[config.mk]
export PLATFORM = sky130hd
export DESIGN_NAME = line_point_interpolator
export DESIGN_NICKNAME = d
export VERILOG_FILES = /design/src/lpi_pkg.sv /design/src/lpi_div_pipe.sv /design/src/line_point_interpolator.sv
export SDC_FILE = /design/constraint.sdc
export NUM_CORES = 2
export LEC_CHECK = 0
export BUFFER_PORTS_ARGS = -buffer_cell sky130_fd_sc_hd__buf_2
export CAP_MARGIN = 20
export CORE_MARGIN = 10
export CORE_UTILIZATION = 41
export DETAILED_ROUTE_END_ITERATION = 7
export PLACE_DENSITY_LB_ADDON = 0.15
export SLEW_MARGIN = 30
export SYNTH_ARGS = -nofsm -noshare
export SYNTH_HDL_FRONTEND = slang
export SYNTH_HIERARCHICAL = 1
export SYNTH_SLANG_ARGS = --single-unit
[constraint.sdc]
create_clock -name clk_i -period 11.3 [get_ports clk_i]
set_clock_uncertainty 0.2 [all_clocks]
set_input_delay 0.565 -clock clk_i [delete_from_list [all_inputs] [get_ports clk_i]]
set_output_delay 0.565 -clock clk_i [all_outputs]
set_load 0.01 [all_outputs]
[src/lpi_pkg.sv]
// Shared constants for the line point interpolator.
// No dependencies; imported by lpi_div_pipe and line_point_interpolator.
package lpi_pkg;

  // Default coordinate width in bits; the block supports 4 to 16.
  localparam int unsigned COORD_BITS_DEF = 12;

endpackage

[src/lpi_div_pipe.sv]
// Pipelined restoring divider for the two axes, one quotient bit per stage.
// Depends on lpi_pkg; instantiated by line_point_interpolator.
module lpi_div_pipe
  import lpi_pkg::*;
#(
  parameter int unsigned COORD_BITS = COORD_BITS_DEF,
  parameter int unsigned SIDE_W     = 2 * COORD_BITS_DEF + 5
) (
  input  logic                      clk_i,
  input  logic                      rst_ni,
  input  logic                      in_valid_i,
  output logic                      in_ready_o,
  input  logic [2*COORD_BITS-1:0]   m_i [2],
  input  logic [COORD_BITS-1:0]     n_i,
  input  logic [SIDE_W-1:0]         side_i,
  output logic                      out_valid_o,
  input  logic                      out_ready_i,
  output logic [COORD_BITS-1:0]     q_o [2],
  output logic [COORD_BITS-1:0]     r_o [2],
  output logic [COORD_BITS-1:0]     n_o,
  output logic [SIDE_W-1:0]         side_o
);

  localparam int unsigned C = COORD_BITS;

  logic [C-1:0]      rem_q  [C][2];
  logic [C-1:0]      low_q  [C][2];
  logic [C-1:0]      quo_q  [C][2];
  logic [C-1:0]      n_q    [C];
  logic [SIDE_W-1:0] side_q [C];
  logic [C-1:0]      v_q;
  logic [C:0]        rdy;

  assign rdy[C] = out_ready_i;

  for (genvar i = 0; i < C; i++) begin : g_stage
    logic [C-1:0]      rem_s [2];
    logic [C-1:0]      low_s [2];
    logic [C-1:0]      quo_s [2];
    logic [C-1:0]      rem_d [2];
    logic [C-1:0]      low_d [2];
    logic [C-1:0]      quo_d [2];
    logic [C-1:0]      n_s;
    logic [SIDE_W-1:0] side_s;
    logic              v_s;

    if (i == 0) begin : g_src
      // The quotient fits in C bits, so the upper half of the dividend is
      // already below the divisor and seeds the partial remainder.
      for (genvar a = 0; a < 2; a++) begin : g_axis
        assign rem_s[a] = m_i[a][2*C-1:C];
        assign low_s[a] = m_i[a][C-1:0];
        assign quo_s[a] = '0;
      end
      assign n_s    = n_i;
      assign side_s = side_i;
      assign v_s    = in_valid_i;
    end else begin : g_src
      assign rem_s  = rem_q[i-1];
      assign low_s  = low_q[i-1];
      assign quo_s  = quo_q[i-1];
      assign n_s    = n_q[i-1];
      assign side_s = side_q[i-1];
      assign v_s    = v_q[i-1];
    end

    always_comb begin
      logic [C:0] r2;
      logic [C:0] diff;
      logic       ge;
      for (int a = 0; a < 2; a++) begin
        r2       = {rem_s[a], low_s[a][C-1]};
        diff     = r2 - {1'b0, n_s};
        ge       = (r2 >= {1'b0, n_s});
        rem_d[a] = ge ? diff[C-1:0] : r2[C-1:0];
        low_d[a] = {low_s[a][C-2:0], 1'b0};
        quo_d[a] = {quo_s[a][C-2:0], ge};
      end
    end

    assign rdy[i] = !v_q[i] || rdy[i+1];

    always_ff @(posedge clk_i or negedge rst_ni) begin
      if (!rst_ni) begin
        v_q[i] <= 1'b0;
      end else if (rdy[i]) begin
        v_q[i] <= v_s;
      end
    end

    always_ff @(posedge clk_i) begin
      if (rdy[i] && v_s) begin
        rem_q[i]  <= rem_d;
        low_q[i]  <= low_d;
        quo_q[i]  <= quo_d;
        n_q[i]    <= n_s;
        side_q[i] <= side_s;
      end
    end
  end

  assign in_ready_o  = rdy[0];
  assign out_valid_o = v_q[C-1];
  assign q_o         = quo_q[C-1];
  assign r_o         = rem_q[C-1];
  assign n_o         = n_q[C-1];
  assign side_o      = side_q[C-1];

endmodule

[src/line_point_interpolator.sv]
// Line point interpolator: grid point at a given step of a line segment.
//
// Input stream (s_axis): one transfer carries both endpoints and a step
// index. The output stream (m_axis) returns one transfer per input: the
// point in tdata, tlast high when the step equals the step count N, and
// tuser high when the step was beyond N and clamped to the end point.
// N is the larger of |end_x - start_x| and |end_y - start_y|; each
// coordinate is start + d*step/N rounded to nearest, ties away from zero.
// A zero-length segment returns the start point.
//
// The pipeline has one stage for the deltas and clamp, one for the products,
// one per quotient bit in the divider pipeline, and two for rounding. A new
// transfer is taken every cycle unless a stalled receiver holds the pipeline.
// Each stage holds its item while the next one is full, and empty
// stages keep filling, so a stalled receiver loses or repeats nothing and
// the input keeps accepting until the pipeline is full.
// Reset clears all valid bits; the pipeline comes up empty.
module line_point_interpolator
  import lpi_pkg::*;
#(
  parameter int unsigned COORD_BITS = COORD_BITS_DEF
) (
  input  logic                                   clk_i,
  input  logic                                   rst_ni,
  input  logic                                   s_axis_tvalid,
  output logic                                   s_axis_tready,
  // start_x, start_y, end_x, end_y, step_index (lowest bits first)
  input  logic [((5*COORD_BITS+7)/8)*8-1:0]      s_axis_tdata,
  output logic                                   m_axis_tvalid,
  input  logic                                   m_axis_tready,
  // point_x, point_y (lowest bits first)
  output logic [((2*COORD_BITS+7)/8)*8-1:0]      m_axis_tdata,
  output logic                                   m_axis_tlast,
  // step_saturated
  output logic                                   m_axis_tuser
);

  localparam int unsigned C      = COORD_BITS;
  localparam int unsigned W      = COORD_BITS + 2;
  localparam int unsigned SIDE_W = 2 * COORD_BITS + 5;
  localparam int unsigned OUT_W  = ((2*COORD_BITS+7)/8)*8;

  // ---------------- Stage 1: deltas, step count, clamp ----------------
  logic [C-1:0] in_sx, in_sy, in_ex, in_ey, in_step;
  logic [C:0]   dx, dy;
  logic [C-1:0] adx, ady, n_c, k_c;
  logic         in_sat, in_last;

  assign in_sx   = s_axis_tdata[C-1:0];
  assign in_sy   = s_axis_tdata[2*C-1:C];
  assign in_ex   = s_axis_tdata[3*C-1:2*C];
  assign in_ey   = s_axis_tdata[4*C-1:3*C];
  assign in_step = s_axis_tdata[5*C-1:4*C];

  always_comb begin
    logic [C:0] ndx;
    logic [C:0] ndy;
    dx      = {in_ex[C-1], in_ex} - {in_sx[C-1], in_sx};
    dy      = {in_ey[C-1], in_ey} - {in_sy[C-1], in_sy};
    ndx     = -dx;
    ndy     = -dy;
    adx     = dx[C] ? ndx[C-1:0] : dx[C-1:0];
    ady     = dy[C] ? ndy[C-1:0] : dy[C-1:0];
    n_c     = (adx > ady) ? adx : ady;
    in_sat  = (in_step > n_c);
    in_last = (in_step == n_c);
    k_c     = in_sat ? n_c : in_step;
  end

  logic         v1_q, v2_q, v3_q, v4_q;
  logic         rdy1, rdy2, rdy3, rdy4;
  logic         div_in_ready, div_out_valid;

  logic [C-1:0] s1_sx_q, s1_sy_q, s1_adx_q, s1_ady_q, s1_n_q, s1_k_q;
  logic         s1_negx_q, s1_negy_q, s1_sat_q, s1_last_q;

  assign rdy4 = !v4_q || m_axis_tready;
  assign rdy3 = !v3_q || rdy4;
  assign rdy2 = !v2_q || div_in_ready;
  assign rdy1 = !v1_q || rdy2;
  assign s_axis_tready = rdy1;

  always_ff @(posedge clk_i or negedge rst_ni) begin
    if (!rst_ni) begin
      v1_q <= 1'b0;
    end else if (rdy1) begin
      v1_q <= s_axis_tvalid;
    end
  end

  always_ff @(posedge clk_i) begin
    if (rdy1 && s_axis_tvalid) begin
      s1_sx_q   <= in_sx;
      s1_sy_q   <= in_sy;
      s1_adx_q  <= adx;
      s1_ady_q  <= ady;
      s1_negx_q <= dx[C];
      s1_negy_q <= dy[C];
      s1_n_q    <= n_c;
      s1_k_q    <= k_c;
      s1_sat_q  <= in_sat;
      s1_last_q <= in_last;
    end
  end

  // ---------------- Stage 2: |d| * k per axis ----------------
  logic [2*C-1:0]    s2_m_q [2];
  logic [C-1:0]      s2_n_q;
  logic [SIDE_W-1:0] s2_side_q;

  always_ff @(posedge clk_i or negedge rst_ni) begin
    if (!rst_ni) begin
      v2_q <= 1'b0;
    end else if (rdy2) begin
      v2_q <= v1_q;
    end
  end

  always_ff @(posedge clk_i) begin
    if (rdy2 && v1_q) begin
      s2_m_q[0] <= s1_adx_q * s1_k_q;
      s2_m_q[1] <= s1_ady_q * s1_k_q;
      s2_n_q    <= s1_n_q;
      s2_side_q <= {s1_sat_q, s1_last_q, (s1_n_q != '0), s1_negy_q, s1_negx_q,
                    s1_sy_q, s1_sx_q};
    end
  end

  // ---------------- Divider pipeline ----------------
  logic [C-1:0]      dv_q [2];
  logic [C-1:0]      dv_r [2];
  logic [C-1:0]      dv_n;
  logic [SIDE_W-1:0] dv_side;

  lpi_div_pipe #(
    .COORD_BITS (COORD_BITS),
    .SIDE_W     (SIDE_W)
  ) u_div (
    .clk_i       (clk_i),
    .rst_ni      (rst_ni),
    .in_valid_i  (v2_q),
    .in_ready_o  (div_in_ready),
    .m_i         (s2_m_q),
    .n_i         (s2_n_q),
    .side_i      (s2_side_q),
    .out_valid_o (div_out_valid),
    .out_ready_i (rdy3),
    .q_o         (dv_q),
    .r_o         (dv_r),
    .n_o         (dv_n),
    .side_o      (dv_side)
  );

  // ---------------- Stage 3: integer part and fraction numerator ----------------
  // For a negative delta with a nonzero remainder the value is rewritten as
  // (s - Q - 1) + (N - R)/N, so both signs round with the same rule.
  logic [C-1:0] dv_s [2];
  logic         dv_neg [2];
  logic [W-1:0] base_d [2];
  logic [C-1:0] frac_d [2];

  assign dv_s[0]   = dv_side[C-1:0];
  assign dv_s[1]   = dv_side[2*C-1:C];
  assign dv_neg[0] = dv_side[2*C];
  assign dv_neg[1] = dv_side[2*C+1];

  always_comb begin
    logic [W-1:0] sw;
    logic [W-1:0] qw;
    for (int a = 0; a < 2; a++) begin
      sw = {{2{dv_s[a][C-1]}}, dv_s[a]};
      qw = {2'b00, dv_q[a]};
      if (!dv_neg[a]) begin
        base_d[a] = sw + qw;
        frac_d[a] = dv_r[a];
      end else if (dv_r[a] == '0) begin
        base_d[a] = sw - qw;
        frac_d[a] = '0;
      end else begin
        base_d[a] = sw - qw - W'(1);
        frac_d[a] = dv_n - dv_r[a];
      end
    end
  end

  logic [W-1:0] s3_base_q [2];
  logic [C-1:0] s3_frac_q [2];
  logic [C-1:0] s3_s_q    [2];
  logic [C-1:0] s3_n_q;
  logic         s3_nz_q, s3_last_q, s3_sat_q;

  always_ff @(posedge clk_i or negedge rst_ni) begin
    if (!rst_ni) begin
      v3_q <= 1'b0;
    end else if (rdy3) begin
      v3_q <= div_out_valid;
    end
  end

  always_ff @(posedge clk_i) begin
    if (rdy3 && div_out_valid) begin
      s3_base_q <= base_d;
      s3_frac_q <= frac_d;
      s3_s_q    <= dv_s;
      s3_n_q    <= dv_n;
      s3_nz_q   <= dv_side[2*C+2];
      s3_last_q <= dv_side[2*C+3];
      s3_sat_q  <= dv_side[2*C+4];
    end
  end

  // ---------------- Stage 4: round to nearest, ties away from zero ----------------
  logic [C-1:0] pt_d [2];

  always_comb begin
    logic [C:0]   twice;
    logic [C:0]   nn;
    logic         up;
    logic [W-1:0] res;
    nn = {1'b0, s3_n_q};
    for (int a = 0; a < 2; a++) begin
      twice = {s3_frac_q[a], 1'b0};
      up    = (twice > nn) || ((twice == nn) && !s3_base_q[a][W-1]);
      res   = s3_base_q[a] + {{(W-1){1'b0}}, up};
      pt_d[a] = s3_nz_q ? res[C-1:0] : s3_s_q[a];
    end
  end

  logic [C-1:0] s4_pt_q [2];
  logic         s4_last_q, s4_sat_q;

  always_ff @(posedge clk_i or negedge rst_ni) begin
    if (!rst_ni) begin
      v4_q <= 1'b0;
    end else if (rdy4) begin
      v4_q <= v3_q;
    end
  end

  always_ff @(posedge clk_i) begin
    if (rdy4 && v3_q) begin
      s4_pt_q   <= pt_d;
      s4_last_q <= s3_last_q;
      s4_sat_q  <= s3_sat_q;
    end
  end

  assign m_axis_tvalid = v4_q;
  assign m_axis_tdata  = OUT_W'({s4_pt_q[1], s4_pt_q[0]});
  assign m_axis_tlast  = s4_last_q;
  assign m_axis_tuser  = s4_sat_q;

endmodule
* Yosys cells after proc, flatten, opt, wreduce, memory -nomap -nowiden
Memories as Yosys holds them, arrays and structs flattened. Cells that the tools add are included.
Operators by class: add/subtract/negate cells 38, multiply operators 2, $lt $le $gt $ge 28, eq/ne operators 3, mux-type cells 62, reduce and logical (&&, ||, !) cells 57
Operators by type and width (count):
- $mux 12 | 34
- $ge 13x12->1 | 24
- $sub 12x12->12 | 26
- $mux 14 | 4
- $mul 12x12->24 | 2
- $add 12x13->14 | 2
- $sub 12x13->14 | 2
- $sub 14x1->14 const B | 2
- $eq 13x12->1 | 2
- $gt 13x12->1 | 2
- $sub 12x12->13 | 2
- $add 12x1->12 | 2
- $gt 12x12->1 | 2
- $logic_not 12->1 | 2
- $mux 1 | 24
- $neg 12->12 | 2
- $logic_and 1x1->1 | 18
- $logic_not 1->1 | 18
- $logic_or 1x1->1 | 18
- $eq 12x12->1 | 1
- $reduce_bool 12->1 | 1
Storage, ports and cells: register bits after elaboration 298, RAM bits 1332, input port bits 68, output and inout bits 28, word-level logic and storage cells 239, memories kept 5
Memory list:
- u_div.side_q | depth 12, width 29, rd ports 12, clocked after Yosys merged registers in 0, write ports 12, RTL line lpi_div_pipe.sv:30 | logic [SIDE_W-1:0] side_q [C];
- u_div.quo_q | depth 12, width 24, rd ports 12, clocked after Yosys merged registers in 0, write ports 12, RTL line lpi_div_pipe.sv:28 | logic [C-1:0] quo_q [C][2];
- u_div.rem_q | depth 12, width 24, rd ports 12, clocked after Yosys merged registers in 0, write ports 12, RTL line lpi_div_pipe.sv:26 | logic [C-1:0] rem_q [C][2];
- u_div.low_q | depth 12, width 22, rd ports 11, clocked after Yosys merged registers in 0, write ports 12, RTL line lpi_div_pipe.sv:27 | logic [C-1:0] low_q [C][2];
- u_div.n_q | depth 12, width 12, rd ports 12, clocked after Yosys merged registers in 0, write ports 12, RTL line lpi_div_pipe.sv:29 | logic [C-1:0] n_q [C];

* Logic depth before layout (Yosys ltp)
depth in word-level cells 18, gate-level depth with buffers 38, depth with buffers taken out 37

* Cells and area by module
The synthesis kept the hierarchy.
By module, submodules not included:
- lpi_div_pipe | times used 1, cells each 3363, area an instance 49164.7 µm², seq. area each 32371.0 µm²
- line_point_interpolator | times used 1, cells each 2527, area an instance 25742.2 µm², seq. area each 8508.2 µm²

* Worst setup path before layout
Ideal clock, no wire load.
path kind input -> register, start point input port m_axis_tready, end point memory u_div/low_q[5][10] (netlist name) (enable), setup time 0.673 ns, data arrival time 7.746 ns, data required time 10.427 ns, slack 2.681 ns, stages 6, path buffers 0, cells stage by stage nand3b_1 nand4b_1 inv_1 and3_1 and2_1 a21boi_0
RTL lines:
- from (decl) | RTL line line_point_interpolator.sv:30 | input logic m_axis_tready,
- to (decl) | RTL line lpi_div_pipe.sv:27

* Worst setup path after layout
start point input port s_axis_tdata[0], end point register s1_k_q[10], data pin
On the way: elaborated cells between the ends (all ways) 7, those cells by class 2 x add/sub; 2 x order compare; 3 x mux
RTL lines:
- from (decl) | RTL line line_point_interpolator.sv:28 | input logic [((5*COORD_BITS+7)/8)*8-1:0] s_axis_tdata,
- $sub 12x12->13 (*) | RTL line line_point_interpolator.sv:58 | dx = {in_ex[C-1], in_ex} - {in_sx[C-1], in_sx};
- via dx[12] | RTL line line_point_interpolator.sv:45 | logic [C:0] dx, dy;
- $mux 12 (*) | RTL line line_point_interpolator.sv:62 | adx = dx[C] ? ndx[C-1:0] : dx[C-1:0];
- via adx[5] | RTL line line_point_interpolator.sv:46 | logic [C-1:0] adx, ady, n_c, k_c;
- $gt 12x12->1 | RTL line line_point_interpolator.sv:64 | n_c = (adx > ady) ? adx : ady;
- $mux 12 (*) | RTL line line_point_interpolator.sv:64
- $gt 12x12->1 (*) | RTL line line_point_interpolator.sv:65 | in_sat = (in_step > n_c);
- via in_sat | RTL line line_point_interpolator.sv:47 | logic in_sat, in_last;
- $mux 12 (*) | RTL line line_point_interpolator.sv:67 | k_c = in_sat ? n_c : in_step;
- via k_c[10] | RTL line line_point_interpolator.sv:46
- to (signal assigned) | RTL line line_point_interpolator.sv:100 | s1_k_q <= k_c;
- to (decl) | RTL line line_point_interpolator.sv:74 | logic [C-1:0] s1_sx_q, s1_sy_q, s1_adx_q, s1_ady_q, s1_n_q, s1_k_q;
Mark *: on every way through the listed nets, which the timed path passes. The rest lies on a longest branch. A chain may end at the register's enable or synchronous reset.

==> metrics.md <==
| Metric | Value |
|---|---|
| Primary FF master, synth | `edfxtp_1` |
| CTS tree | `built` |
| Yosys warns | `6` |
| Crit path max fanout | `20` |
| WHS | `between 0.15 and 0.2 ns` |
| Crit. End Element | `flip-flop` |
| Largest stage delay, worst path | `0.66 ns` |
| CP Class | `input pin to flip-flop` |
| Post-synth cell types | `96` |
| Num CTS Buffers | `roughly 150` |
| First-pass GRT wire length | `254 mm` |
| Initial Utilization | `around two fifths` |
| Post-Syn Instances | `around 6,000` |
| Via density | `just over 5` |
| Number of global-route vias before repair | `44,600` |
| Syn Nets | `slightly below 7,000` |
| Clock Latency Late Sink | `roughly 0.8 ns` |
| Post-Syn Area | `74,900 µm²` |
| Sequential cell area | `roughly 41,000 µm²` |
| Grt ovf | `0` |
| Detailed Routing Iterations Pass 1 | `5` |
| Final count of negative-setup-slack endpoints | `0` |
| Commonest non-fill, non-tap cell in the layout | `edfxtp_1` |
| Max Cap Viol | `0` |
| Worst Hold Class | `flip-flop to flip-flop` |
| Max frequency | `109 MHz` |
| Syn Area/Cell | `between 10 and 15 µm²` |
| Largest buffer count on any clock path | `3` |
| Area growth from synthesis to layout | `11.7%` |
| Rel. slew slack | `a little under two fifths` |
| Vias | `44,200` |
| Die footprint | `200,000 µm²` |
| Register area share after synthesis | `54.6%` |
| H-tree Lvls | `4` |
| Io pins | `96` |
| Initial antenna violation count | `5` |
| Final net count | `approximately 7,000` |
| Pre-CTS setup slack | `2.03 ns` |
| All-Layer GR Usage | `between 10% and 20%` |
| Crit path top cell by count | `a21oi_1` |
| Antenna-violating nets left | `0` |
| Die W | `447 µm` |
| Dpl hpwl | `between 100 and 150 mm` |
| Most frequent cells in the layout | `1,348 x edfxtp_1, 633 x inv_1, 563 x ha_1, 394 x nand2_1, 278 x nor2_1` |
| EDFF count, synth | `1,348` |
| Drt total wl | `~160 mm` |
| Fillers | `~16,000` |
| Critical Path Start Type | `input pin` |
| Root Driver | `clkbuf_16` |
| Std-Cell Rows | `approximately 160` |
| Multi-input logic area | `31,300 µm²` |
| DIE HEIGHT | `447 µm` |
| Placed cell count | `around 8,300` |
| Number of synthesized register bits | `~1,400` |
| Final max-slew violation count | `0` |
| Largest net degree at the start of global routing | `74` |
| Share of cells above drive strength 1 | `roughly 10%` |
| Final Non-Filler Cells | `~8,600` |
| IO buf count | `just over 90` |
| Worst-margin pin slew | `0.935 ns` |
| Final Cycle Share | `roughly four fifths` |
| Async SR Flop Fraction | `under 10%` |
| Setup WS post-layout | `roughly 2.1 ns` |
| CP arrival | `9.48 ns` |
| Clk sink count | `roughly 1,400` |
| DRC | `0` |
| Core area | `about 180,000 µm²` |
| CP bufs+invs | `5` |
| Largest delay share family, worst path | `compound AO/OA/AOI/OAI gates` |
| WP data required | `roughly 12 ns` |
| Reg clk slew, reported paths | `about 0.060 ns` |
| Status | `completed` |
| Final setup TNS | `0 ns` |
| WL/cell | `around 19 µm` |
| Min Tclk post-route | `around 9.2 ns` |
| Final Hold Fails | `0` |
| GP Congestion | `~0.85` |
| CP max-delay cell | `o21ai_4` |
| RSZ-0062 raised after global routing | `no` |
| DRC marker count from the first detailed-route iteration | `2,651` |
## worst reg2reg max path: cells and delay by family, from the launching register on
family | cells | cell delay, ns
flops | 1 | 0.72
fa+ha+maj | 6 | 2.26
compound gates | 9 | 2.70
simple gates | 2 | 0.32
buf+inv | 5 | 0.25
## layer usage
layer,global-route usage (%),share of wire [%]
met5,0,0
met4,4.44,2.3
met3,2.17,3.5
met2,27.1,49
met1,21.5,46
## kinds of logic (layout without fill, tap and decap cells)
logic type,after synthesis,in the layout,synth area share (%)
other cells,0,1,0
fa+ha+maj,795,795,15.6
mux,276,276,4.11
simple gates,1347,1347,8.97
xor+xnor,325,325,3.83
buf+inv,748,1087,3.84
flops,1364,1364,54.6
compound gates,1035,1035,9.07
## stage by stage
stage	area [µm²]	util, %
5_1_grt	83700	46.2
3_5_place_dp	78300	43.2
4_1_cts	83700	46.2
3_3_place_gp	78200	43.2
6_report	83700	46.2
2_1_floorplan	74900	-
## Yosys cell counts, types with 14 or more instances
| master | n | area share [%] |
|---|---|---|
| fa_1 | 232 | 6.2 |
| and3_1 | 43 | 0.36 |
| o21a_1 | 80 | 0.80 |
| nor2_1 | 278 | 1.4 |
| inv_1 | 633 | 3.2 |
| nor4_1 | 32 | 0.27 |
| a21o_1 | 77 | 0.77 |
| o32ai_1 | 14 | 0.16 |
| and2_1 | 125 | 1.0 |
| nor3_1 | 75 | 0.50 |
| edfxtp_1 | 1348 | 54 |
| a211oi_1 | 39 | 0.39 |
| xor2_1 | 112 | 1.3 |
| o211ai_1 | 14 | 0.14 |
| nand4_1 | 40 | 0.33 |
| or3_1 | 22 | 0.18 |
| o2111ai_1 | 23 | 0.27 |
| nand3_1 | 78 | 0.52 |
| a21oi_1 | 269 | 1.8 |
| mux2_4 | 21 | 0.42 |
| o31a_1 | 24 | 0.28 |
| o21ai_0 | 252 | 1.7 |
| nor2b_1 | 81 | 0.68 |
| ha_1 | 563 | 9.4 |
| xnor2_1 | 211 | 2.5 |
| clkbuf_1 | 88 | 0.44 |
| buf_2 | 16 | 0.11 |
| dfrtp_1 | 16 | 0.53 |
| mux2i_1 | 88 | 1.2 |
| nand2_1 | 394 | 2.0 |
| a31oi_1 | 52 | 0.43 |
| nand2b_1 | 93 | 0.78 |
| o21bai_1 | 29 | 0.29 |
| a21boi_0 | 29 | 0.29 |
| mux2_2 | 167 | 2.5 |
## what timing repair did
| item | 4_1_cts | 5_1_grt |
|---|---|---|
| setup buffers | 0 | 0 |
| endpoints found under the hold margin | 57 | 0 |
| hold buffers | 40 | 0 |
| resized for setup | 0 | 0 |
## cell type report
class / count / share of cell area (%)
sequential: 1364 / 48.9
multi-input combinational: 3778 / 37.3
clock buffer: 185 / 4.74
tap: 2370 / 3.54
inverter: 633 / 2.84
timing repair buffer: 178 / 1.47
clock inverter: 91 / 1.20
antenna: 1 / 0.00299
## sequential cells by signal, summed over array words and instances (netlist names), 11 cells and up
name               count
m_axis_tdata          24
s1_adx_q              12
s1_ady_q              12
s1_k_q                12
s1_n_q                12
s1_sx_q               12
s1_sy_q               12
s2_m_q                48
s2_n_q                12
s2_side_q             29
s3_base_q             26
s3_frac_q             24
s3_n_q                12
s3_s_q                24
u_div/g_stage.v_s     11
u_div/low_q          132
u_div/n_q            144
u_div/quo_q          156
u_div/rem_q          288
u_div/side_q         348
## final timing paths
kind	slack (ns)	depth (start not counted)	endpoint	startpoint
max reg2reg	4.55	22	s2_m_q[22]$_DFFE_PP_	s1_ady_q[0]$_DFFE_PP_
min	0.19	0	u_div/low_q[2][3]$_DFFE_PP_	u_div/low_q[1][2]$_DFFE_PP_
min reg2reg	0.19	0	u_div/low_q[2][3]$_DFFE_PP_	u_div/low_q[1][2]$_DFFE_PP_
max in group asynchronous	9.65	3	u_div/g_stage[10].v_s$_DFFE_PN0P_	rst_ni
min in group asynchronous	0.73	3	u_div/g_stage[4].v_s$_DFFE_PN0P_	rst_ni
max	2.14	37	s1_k_q[10]$_DFFE_PP_	s_axis_tdata[0]
Power is not shown: default switching activity piles up to over one toggle a cycle in this logic, so the estimate is an artifact.
